==> src/sgd_pkg.sv <==
// Shared types and constants for the sedentary get-up detector.
// No dependencies; used by every module under src.
`timescale 1ns / 1ps

package sgd_pkg;

    // Register indexes on the configuration port
    localparam int unsigned CFG_INDEX_W = 4;
    localparam logic [CFG_INDEX_W-1:0] REG_ENABLE         = 4'd0;
    localparam logic [CFG_INDEX_W-1:0] REG_ALARM_SECONDS  = 4'd1;
    localparam logic [CFG_INDEX_W-1:0] REG_BAND_HIGH      = 4'd2;
    localparam logic [CFG_INDEX_W-1:0] REG_BAND_LOW       = 4'd3;
    localparam logic [CFG_INDEX_W-1:0] REG_PEAK_FLOOR     = 4'd4;
    localparam logic [CFG_INDEX_W-1:0] REG_VALLEY_CEILING = 4'd5;
    localparam logic [CFG_INDEX_W-1:0] REG_DROP_MIN       = 4'd6;
    localparam logic [CFG_INDEX_W-1:0] REG_INDEX_WINDOW   = 4'd7;

    // Register reset values
    localparam logic [13:0] ALARM_SECONDS_RST  = 14'd300;
    localparam logic [15:0] BAND_HIGH_RST      = 16'd120;
    localparam logic [15:0] BAND_LOW_RST       = 16'd80;
    localparam logic [15:0] PEAK_FLOOR_RST     = 16'd130;
    localparam logic [15:0] VALLEY_CEILING_RST = 16'd70;
    localparam logic [15:0] DROP_MIN_RST       = 16'd40;
    localparam logic [31:0] INDEX_WINDOW_RST   = 32'd50;

    // Tracker start value for the previous magnitude
    localparam logic [15:0] PREV_MAG_RST = 16'd100;

    // Divide by 100: sums at or above 100 * 65536 saturate, the rest fit in
    // 23 bits and use a reciprocal multiply, floor(s * ceil(2^30/100) / 2^30)
    localparam logic [31:0] SUM_SAT_LIMIT = 32'd6553600;
    localparam int unsigned SUM_LOW_W     = 23;
    localparam int unsigned RECIP_W       = 24;
    localparam int unsigned RECIP_SHIFT   = 30;
    localparam logic [RECIP_W-1:0] RECIP_100 = 24'd10737419;
    localparam int unsigned PROD_W        = SUM_LOW_W + RECIP_W;

    typedef struct packed {
        logic        enable;
        logic [13:0] alarm_seconds;
        logic [15:0] band_high;
        logic [15:0] band_low;
        logic [15:0] peak_floor;
        logic [15:0] valley_ceiling;
        logic [15:0] drop_min;
        logic [31:0] index_window;
    } cfg_t;

    // One sample after the magnitude stages
    typedef struct packed {
        logic [15:0] magnitude;
        logic [31:0] sample_index;
        logic [31:0] now_seconds;
    } mag_item_t;

    // Tracker status seen by the top level
    typedef struct packed {
        logic take;
        logic armed;
        logic falling;
        logic peak_valid;
    } trk_status_t;

endpackage

==> src/sgd_mag.sv <==
// Magnitude pipeline: input register, sum of squares, divide by 100 with saturation.
// Depends on sgd_pkg.
`timescale 1ns / 1ps

module sgd_mag (
    input  logic               aclk,
    input  logic               aresetn,
    input  logic               in_valid,
    output logic               in_ready,
    input  logic signed [15:0] accel_x,
    input  logic signed [15:0] accel_y,
    input  logic signed [15:0] accel_z,
    input  logic [31:0]        sample_index,
    input  logic [31:0]        now_seconds,
    output logic               out_valid,
    input  logic               out_ready,
    output sgd_pkg::mag_item_t out_item
);

    logic               v1_reg, v2_reg, v3_reg;
    logic               rdy1, rdy2, rdy3;

    logic signed [15:0] x_reg, y_reg, z_reg;
    logic [31:0]        idx1_reg, now1_reg;

    logic                             sat2_reg;
    logic [sgd_pkg::SUM_LOW_W-1:0]    sum2_reg;
    logic [31:0]                      idx2_reg, now2_reg;

    sgd_pkg::mag_item_t item3_reg;

    logic signed [31:0]             sq_x, sq_y, sq_z;
    logic [31:0]                    sum_next;
    logic [sgd_pkg::PROD_W-1:0]     prod;
    logic [15:0]                    mag_next;

    // Each stage loads when empty or when the stage after it moves on
    assign rdy3     = !v3_reg || out_ready;
    assign rdy2     = !v2_reg || rdy3;
    assign rdy1     = !v1_reg || rdy2;
    assign in_ready = rdy1;

    // Squares are non-negative and at most 2^30 each, so the sum fits 32 bits
    assign sq_x     = x_reg * x_reg;
    assign sq_y     = y_reg * y_reg;
    assign sq_z     = z_reg * z_reg;
    assign sum_next = $unsigned(sq_x) + $unsigned(sq_y) + $unsigned(sq_z);

    assign prod     = {{sgd_pkg::RECIP_W{1'b0}}, sum2_reg}
                    * {{sgd_pkg::SUM_LOW_W{1'b0}}, sgd_pkg::RECIP_100};
    assign mag_next = sat2_reg ? 16'hFFFF
                               : prod[sgd_pkg::RECIP_SHIFT +: 16];

    always_ff @(posedge aclk) begin
        if (!aresetn) begin
            v1_reg <= 1'b0;
            v2_reg <= 1'b0;
            v3_reg <= 1'b0;
        end else begin
            if (rdy1) begin
                v1_reg <= in_valid;
            end
            if (rdy2) begin
                v2_reg <= v1_reg;
            end
            if (rdy3) begin
                v3_reg <= v2_reg;
            end
        end
    end

    always_ff @(posedge aclk) begin
        if (in_valid && rdy1) begin
            x_reg    <= accel_x;
            y_reg    <= accel_y;
            z_reg    <= accel_z;
            idx1_reg <= sample_index;
            now1_reg <= now_seconds;
        end
        if (v1_reg && rdy2) begin
            sat2_reg <= (sum_next >= sgd_pkg::SUM_SAT_LIMIT);
            sum2_reg <= sum_next[sgd_pkg::SUM_LOW_W-1:0];
            idx2_reg <= idx1_reg;
            now2_reg <= now1_reg;
        end
        if (v2_reg && rdy3) begin
            item3_reg.magnitude    <= mag_next;
            item3_reg.sample_index <= idx2_reg;
            item3_reg.now_seconds  <= now2_reg;
        end
    end

    assign out_valid = v3_reg;
    assign out_item  = item3_reg;

endmodule

==> src/sgd_tracker.sv <==
// Turning-point tracker, sitting timer and result register.
// Depends on sgd_pkg.
`timescale 1ns / 1ps

module sgd_tracker (
    input  logic                  aclk,
    input  logic                  aresetn,
    input  sgd_pkg::cfg_t         cfg,
    input  logic                  clear,
    input  logic                  in_valid,
    output logic                  in_ready,
    input  sgd_pkg::mag_item_t    in_item,
    output logic                  out_valid,
    input  logic                  out_ready,
    output logic [15:0]           out_magnitude,
    output logic                  out_getup,
    output logic                  out_alarm,
    output sgd_pkg::trk_status_t  status
);

    logic [15:0] prev_mag_reg,   prev_mag_next;
    logic        falling_reg,    falling_next;
    logic        peak_valid_reg, peak_valid_next;
    logic [15:0] peak_value_reg, peak_value_next;
    logic [31:0] peak_index_reg, peak_index_next;
    logic [31:0] sit_start_reg,  sit_start_next;
    logic        armed_reg,      armed_next;

    logic        out_valid_reg;
    logic [15:0] mag_reg;
    logic        getup_reg, getup_next;
    logic        alarm_reg, alarm_next;

    logic        take;
    logic [15:0] mag;
    logic [31:0] idx, now;
    logic [31:0] start;
    logic        feed, valley_ok;
    logic [31:0] idx_gap, elapsed;
    logic [15:0] drop;

    assign in_ready = !out_valid_reg || out_ready;
    assign take     = in_valid && in_ready;

    assign mag = in_item.magnitude;
    assign idx = in_item.sample_index;
    assign now = in_item.now_seconds;

    assign feed      = (mag > cfg.band_high) || (mag < cfg.band_low);
    assign drop      = peak_value_reg - prev_mag_reg;
    assign idx_gap   = idx - peak_index_reg;
    assign valley_ok = (prev_mag_reg < cfg.valley_ceiling) && peak_valid_reg
                    && (peak_value_reg > prev_mag_reg) && (drop > cfg.drop_min)
                    && (idx_gap < cfg.index_window);

    always_comb begin
        prev_mag_next   = prev_mag_reg;
        falling_next    = falling_reg;
        peak_valid_next = peak_valid_reg;
        peak_value_next = peak_value_reg;
        peak_index_next = peak_index_reg;
        armed_next      = armed_reg;
        getup_next      = 1'b0;
        alarm_next      = 1'b0;
        start           = armed_reg ? sit_start_reg : now;
        elapsed         = 32'd0;

        if (cfg.enable) begin
            armed_next = 1'b1;
            if (feed) begin
                prev_mag_next = mag;
                if (mag > prev_mag_reg) begin
                    if (falling_reg) begin
                        falling_next = 1'b0;
                        if (valley_ok) begin
                            getup_next = 1'b1;
                            start      = now;
                        end
                    end
                end else if (!falling_reg) begin
                    falling_next = 1'b1;
                    if (prev_mag_reg > cfg.peak_floor) begin
                        peak_valid_next = 1'b1;
                        peak_index_next = idx;
                        peak_value_next = prev_mag_reg;
                    end
                end
            end
            elapsed = now - start;
            if (elapsed >= {18'd0, cfg.alarm_seconds}) begin
                alarm_next = 1'b1;
                start      = now;
            end
        end
        sit_start_next = cfg.enable ? start : sit_start_reg;
    end

    always_ff @(posedge aclk) begin
        if (!aresetn || clear) begin
            prev_mag_reg   <= sgd_pkg::PREV_MAG_RST;
            falling_reg    <= 1'b0;
            peak_valid_reg <= 1'b0;
            peak_value_reg <= 16'd0;
            peak_index_reg <= 32'd0;
            armed_reg      <= 1'b0;
        end else if (take) begin
            prev_mag_reg   <= prev_mag_next;
            falling_reg    <= falling_next;
            peak_valid_reg <= peak_valid_next;
            peak_value_reg <= peak_value_next;
            peak_index_reg <= peak_index_next;
            armed_reg      <= armed_next;
        end
    end

    always_ff @(posedge aclk) begin
        if (!aresetn) begin
            sit_start_reg <= 32'd0;
        end else if (take) begin
            sit_start_reg <= sit_start_next;
        end
    end

    always_ff @(posedge aclk) begin
        if (!aresetn) begin
            out_valid_reg <= 1'b0;
        end else if (in_ready) begin
            out_valid_reg <= in_valid;
        end
    end

    always_ff @(posedge aclk) begin
        if (take) begin
            mag_reg   <= mag;
            getup_reg <= getup_next;
            alarm_reg <= alarm_next;
        end
    end

    assign out_valid     = out_valid_reg;
    assign out_magnitude = mag_reg;
    assign out_getup     = getup_reg;
    assign out_alarm     = alarm_reg;

    assign status.take       = take;
    assign status.armed      = armed_reg;
    assign status.falling    = falling_reg;
    assign status.peak_valid = peak_valid_reg;

endmodule

==> src/sedentary_getup_detector_unit.sv <==
// Top level of the sedentary get-up detector: configuration registers,
// magnitude pipeline and tracker. Depends on sgd_pkg, sgd_mag, sgd_tracker.
`timescale 1ns / 1ps

// One accelerometer sample is accepted per cycle, sustained while m_tready is
// high, and its result passes through the input register, sum of squares,
// divide by 100 and tracker result register to the master side. The tracker
// updates its peak, valley and timer state once per sample. Back pressure on
// the master side fills the four stages before s_tready drops. Write the
// configuration only while no sample is in flight; writing 0 to enable clears
// the tracker and disarms the timer.

module sedentary_getup_detector_unit (
    input  logic         aclk,
    input  logic         aresetn,
    // accel_x[15:0], accel_y[31:16], accel_z[47:32],
    // sample_index[79:48], now_seconds[111:80]
    input  logic [111:0] s_tdata,
    input  logic         s_tvalid,
    output logic         s_tready,
    // magnitude[15:0], getup_seen[16], sit_alarm[17], zero fill [23:18]
    output logic [23:0]  m_tdata,
    output logic         m_tvalid,
    input  logic         m_tready,
    input  logic         cfg_wr_en,
    input  logic [3:0]   cfg_wr_index,
    input  logic [31:0]  cfg_wr_data
);

    sgd_pkg::cfg_t        cfg_reg;
    sgd_pkg::mag_item_t   mag_item;
    sgd_pkg::trk_status_t trk_status;

    logic        mag_valid, mag_ready;
    logic        trk_clear;
    logic [15:0] magnitude;
    logic        getup_seen, sit_alarm;

    always_ff @(posedge aclk) begin
        if (!aresetn) begin
            cfg_reg.enable         <= 1'b0;
            cfg_reg.alarm_seconds  <= sgd_pkg::ALARM_SECONDS_RST;
            cfg_reg.band_high      <= sgd_pkg::BAND_HIGH_RST;
            cfg_reg.band_low       <= sgd_pkg::BAND_LOW_RST;
            cfg_reg.peak_floor     <= sgd_pkg::PEAK_FLOOR_RST;
            cfg_reg.valley_ceiling <= sgd_pkg::VALLEY_CEILING_RST;
            cfg_reg.drop_min       <= sgd_pkg::DROP_MIN_RST;
            cfg_reg.index_window   <= sgd_pkg::INDEX_WINDOW_RST;
        end else if (cfg_wr_en) begin
            unique case (cfg_wr_index)
                sgd_pkg::REG_ENABLE:         cfg_reg.enable         <= cfg_wr_data[0];
                sgd_pkg::REG_ALARM_SECONDS:  cfg_reg.alarm_seconds  <= cfg_wr_data[13:0];
                sgd_pkg::REG_BAND_HIGH:      cfg_reg.band_high      <= cfg_wr_data[15:0];
                sgd_pkg::REG_BAND_LOW:       cfg_reg.band_low       <= cfg_wr_data[15:0];
                sgd_pkg::REG_PEAK_FLOOR:     cfg_reg.peak_floor     <= cfg_wr_data[15:0];
                sgd_pkg::REG_VALLEY_CEILING: cfg_reg.valley_ceiling <= cfg_wr_data[15:0];
                sgd_pkg::REG_DROP_MIN:       cfg_reg.drop_min       <= cfg_wr_data[15:0];
                sgd_pkg::REG_INDEX_WINDOW:   cfg_reg.index_window   <= cfg_wr_data;
                default: ;
            endcase
        end
    end

    // Dropping enable wipes the tracker in the same edge
    assign trk_clear = cfg_wr_en && (cfg_wr_index == sgd_pkg::REG_ENABLE) && !cfg_wr_data[0];

    sgd_mag u_mag (
        .aclk         (aclk),
        .aresetn      (aresetn),
        .in_valid     (s_tvalid),
        .in_ready     (s_tready),
        .accel_x      ($signed(s_tdata[15:0])),
        .accel_y      ($signed(s_tdata[31:16])),
        .accel_z      ($signed(s_tdata[47:32])),
        .sample_index (s_tdata[79:48]),
        .now_seconds  (s_tdata[111:80]),
        .out_valid    (mag_valid),
        .out_ready    (mag_ready),
        .out_item     (mag_item)
    );

    sgd_tracker u_tracker (
        .aclk          (aclk),
        .aresetn       (aresetn),
        .cfg           (cfg_reg),
        .clear         (trk_clear),
        .in_valid      (mag_valid),
        .in_ready      (mag_ready),
        .in_item       (mag_item),
        .out_valid     (m_tvalid),
        .out_ready     (m_tready),
        .out_magnitude (magnitude),
        .out_getup     (getup_seen),
        .out_alarm     (sit_alarm),
        .status        (trk_status)
    );

    assign m_tdata = {6'd0, sit_alarm, getup_seen, magnitude};

    // The timer is armed only while detection is on
    a_armed_needs_enable: assert property (@(posedge aclk) disable iff (!aresetn)
        trk_status.armed |-> cfg_reg.enable)
        else $error("timer armed while detection is off");

    // Arming happens only on a sample entering the tracker
    a_arm_on_take: assert property (@(posedge aclk) disable iff (!aresetn)
        $rose(trk_status.armed) |-> $past(trk_status.take))
        else $error("timer armed without a sample");

    // A recorded peak survives until the tracker is cleared
    a_peak_sticky: assert property (@(posedge aclk) disable iff (!aresetn)
        (trk_status.peak_valid && !trk_clear) |=> trk_status.peak_valid)
        else $error("peak lost without a clear");

    // A falling edge is only followed once the timer has been armed
    a_falling_needs_arm: assert property (@(posedge aclk) disable iff (!aresetn)
        trk_status.falling |-> trk_status.armed)
        else $error("tracker falling while the timer is not armed");

endmodule
==> config.mk <==
export PLATFORM = sky130hd
export DESIGN_NAME = sedentary_getup_detector_unit
export DESIGN_NICKNAME = d
export VERILOG_FILES = /design/src/sgd_pkg.sv /design/src/sgd_mag.sv /design/src/sgd_tracker.sv /design/src/sedentary_getup_detector_unit.sv
export SDC_FILE = /design/constraint.sdc
export NUM_CORES = 2
export LEC_CHECK = 0
export BUFFER_PORTS_ARGS = -buffer_cell sky130_fd_sc_hd__buf_2
export CAP_MARGIN = 30
export CORE_UTILIZATION = 35
export DETAILED_ROUTE_END_ITERATION = 8
export GPL_TIMING_DRIVEN = 0
export SKIP_LAST_GASP = 1
export SLEW_MARGIN = 20
export SYNTH_ARGS = -nofsm -noshare
export SYNTH_HDL_FRONTEND = slang
export SYNTH_HIERARCHICAL = 1
export SYNTH_SLANG_ARGS = --single-unit
export TNS_END_PERCENT = 1
==> constraint.sdc <==
create_clock -name aclk -period 18 [get_ports aclk]
set_input_delay 3.6 -clock aclk [delete_from_list [all_inputs] [get_ports aclk]]
set_output_delay 3.6 -clock aclk [all_outputs]
set_load 0.005 [all_outputs]
==> flow_metrics.env <==
export IMPL_status="finished clean"
export IMPL_rows=153
export IMPL_largest_reg_flops=127
export IMPL_critPathSlowestCell="clkbuf_1"
export IMPL_place_gp_congestion=0.950
export IMPL_via_per_inst=4.78
export IMPL_finalHoldViolations=0
export IMPL_synth_cells=6055
export IMPL_drive_above_1_share_pct=5.67
export IMPL_grt_pass1_wl_um=253000
export IMPL_cts_tree="built"
export IMPL_hold_path_class="reg -> reg"
export IMPL_cpMostUsedCell="o21ai_0"
export IMPL_drc=0
export IMPL_area_growth_pct=10.5
export IMPL_fill_cells=17400
export IMPL_period_share_pct=77.7
export IMPL_setup_tns_ns=0
export IMPL_grt_max_degree=28
export IMPL_fin_skew_ns=0.0300
export IMPL_rsz0062_at_grt="no"
export IMPL_wl_per_cell_um=18.6
export IMPL_crit_path_end_kind="register"
export IMPL_min_from="u_mag/now2_reg[8]$_DFFE_PP_"
export IMPL_clk_pin_slew_ns=0.06
export IMPL_worst_r2r_cell_count=52
export IMPL_drv_slew=0
export IMPL_path_delay_family="compound AO/OA/AOI/OAI gates"
export IMPL_r2r_end="u_tracker/sit_start_reg[12]$_SDFFE_PN0P_"
export IMPL_track_usage_pct=18.6
export IMPL_cts_root_buffer="clkbuf_16"
export IMPL_clock_path_buffers=3
export IMPL_wirelength_um=162000
export IMPL_drv_cap=0
export IMPL_arrival_ns=14.54
export IMPL_drt_iter0_markers=2387
export IMPL_io_pins=179
export IMPL_ant_nets=0
export IMPL_grt_ovfl_total=0
export IMPL_rr_startpoint="u_mag/out_item[33]$_DFFE_PP_"
export IMPL_required_ns=18.55
export IMPL_die_x_um=422
export IMPL_initial_core_util_pct=35.4
export IMPL_core_area_um2=175000
export IMPL_clock_latency_ns=0.68
export IMPL_cp_buffers_inverters=3
export IMPL_max_slew_margin_pct=39.1
export IMPL_worst_pin_slew_ns=0.914
export IMPL_cts_sinks=528
export IMPL_ys_warn_count=6
export IMPL_die_h_um=422
export IMPL_worstHoldPathCells=0
export IMPL_cts_resized_gates=0
export IMPL_mappedNetlistArea_um2=61800
export IMPL_min_period_ns=13.99
export IMPL_die_area_um2=178000
export IMPL_post_cts_buffers=0
export IMPL_fmax_mhz=71.5
export IMPL_antenna_found_initial=20
export IMPL_start_kind="register"
export IMPL_cts_max_level=3
export IMPL_critPathKind="reg -> reg"
export IMPL_worstPathMaxFanout=10
export IMPL_firstDrtPassIters=5
export IMPL_hold_buffers=0
export IMPL_dp_hpwl_um=138000
export IMPL_timing_final_setup_violations=0
export IMPL_vias=41600
export IMPL_cts_made_buffers=66
export IMPL_syn_avg_cell_area_um2=10.2
export IMPL_max_stage_delay_ns=0.65
export IMPL_nets=8141
export IMPL_grt_pass1_vias=44900
export IMPL_whs_endpoint="u_mag/out_item[8]$_DFFE_PP_"
export IMPL_portBuffers=170
export IMPL_r2r_slack_ns=4.01
## worst max path at each step
| stage | from | end | slack [ns] | depth (start not counted) |
|---|---|---|---|---|
| detailed placement | u_mag/out_item[33]$_DFFE_PP_ | u_tracker/sit_start_reg[10]$_SDFFE_PN0P_ | 4.13 | 53 |
| floorplan | m_tready | u_mag/idx2_reg[0]$_DFFE_PP_ | 7.13 | 3 |
| global placement | m_tready | u_mag/sum2_reg[1]$_DFFE_PP_ | 2.79 | 4 |
| CTS | u_mag/out_item[33]$_DFFE_PP_ | u_tracker/sit_start_reg[22]$_SDFFE_PN0P_ | 4.01 | 53 |
| global route | u_mag/out_item[33]$_DFFE_PP_ | u_tracker/sit_start_reg[6]$_SDFFE_PN0P_ | 2.87 | 52 |
| finish | u_mag/out_item[33]$_DFFE_PP_ | u_tracker/sit_start_reg[12]$_SDFFE_PN0P_ | 4.01 | 52 |
## layer usage
| metal | GRT usage, % | vias to the layer above | wire [µm] |
|---|---|---|---|
| met2 | 32.5 | 974 | 81500 |
| met5 | 0 | - | 20 |
| met1 | 22.2 | 20900 | 64600 |
| li1 | - | 19400 | - |
| met3 | 3.31 | 278 | 8440 |
| met4 | 8.03 | 2 | 7520 |
## cells in the final DEF, fill, tap and decap left out, types with 13 or more instances in the layout
cell,n
and2_1,148
nor2b_1,66
nand3_1,52
clkinv_1,14
dfxtp_1,230
nand2_1,538
clkbuf_16,67
nand4_1,43
a211oi_1,19
o21a_1,14
o211ai_1,18
nor3_1,33
nor2_1,192
o21ai_0,97
buf_2,175
inv_1,1548
xnor2_1,108
buf_4,18
a21oi_1,168
clkbuf_1,124
edfxtp_1,298
a31oi_1,19
a21o_1,85
and3_1,16
mux2i_1,248
nand2b_1,42
nor4_1,13
ha_1,657
xor2_1,48
fa_1,1018
## worst register-to-register path: cells and delay by family (launching register included)
| family | cells | cell delay (ns) |
|---|---|---|
| buf+inv | 3 | 1.06 |
| fa+ha+maj | 4 | 1.35 |
| mux | 2 | 0.32 |
| compound gates | 22 | 6.15 |
| flops | 1 | 0.44 |
| xor+xnor | 2 | 0.37 |
| simple gates | 19 | 4.14 |
## area by class of cell
cell class | count | area, µm² | share of cell area [%]
Multi-Input combinational cell | 3833 | 41800 | 61.2
Sequential cell | 528 | 13600 | 19.9
Inverter | 1549 | 5810 | 8.52
Tap cell | 2325 | 2910 | 4.26
Clock buffer | 79 | 1750 | 2.57
Timing Repair Buffer | 185 | 1200 | 1.76
Buffer | 150 | 704 | 1.03
Clock inverter | 42 | 528 | 0.774
Antenna cell | 11 | 27.5 | 0.0403
## through the flow
step	std cells	area (µm²)	utilization [%]	setup slack, ns	hold slack, ns
after CTS	8690	68200	39.1	4.01	0.390
after global routing	8699	68300	39.1	2.87	0.420
after global placement	8555	65600	37.6	2.79	0.402
final	8702	68300	39.1	4.01	0.401
after detailed placement	8569	65900	37.8	4.13	0.405
after floorplan	6060	61800	-	7.13	0.400
Power is not shown: default switching activity piles up to over one toggle a cycle in this logic, so the estimate is an artifact.
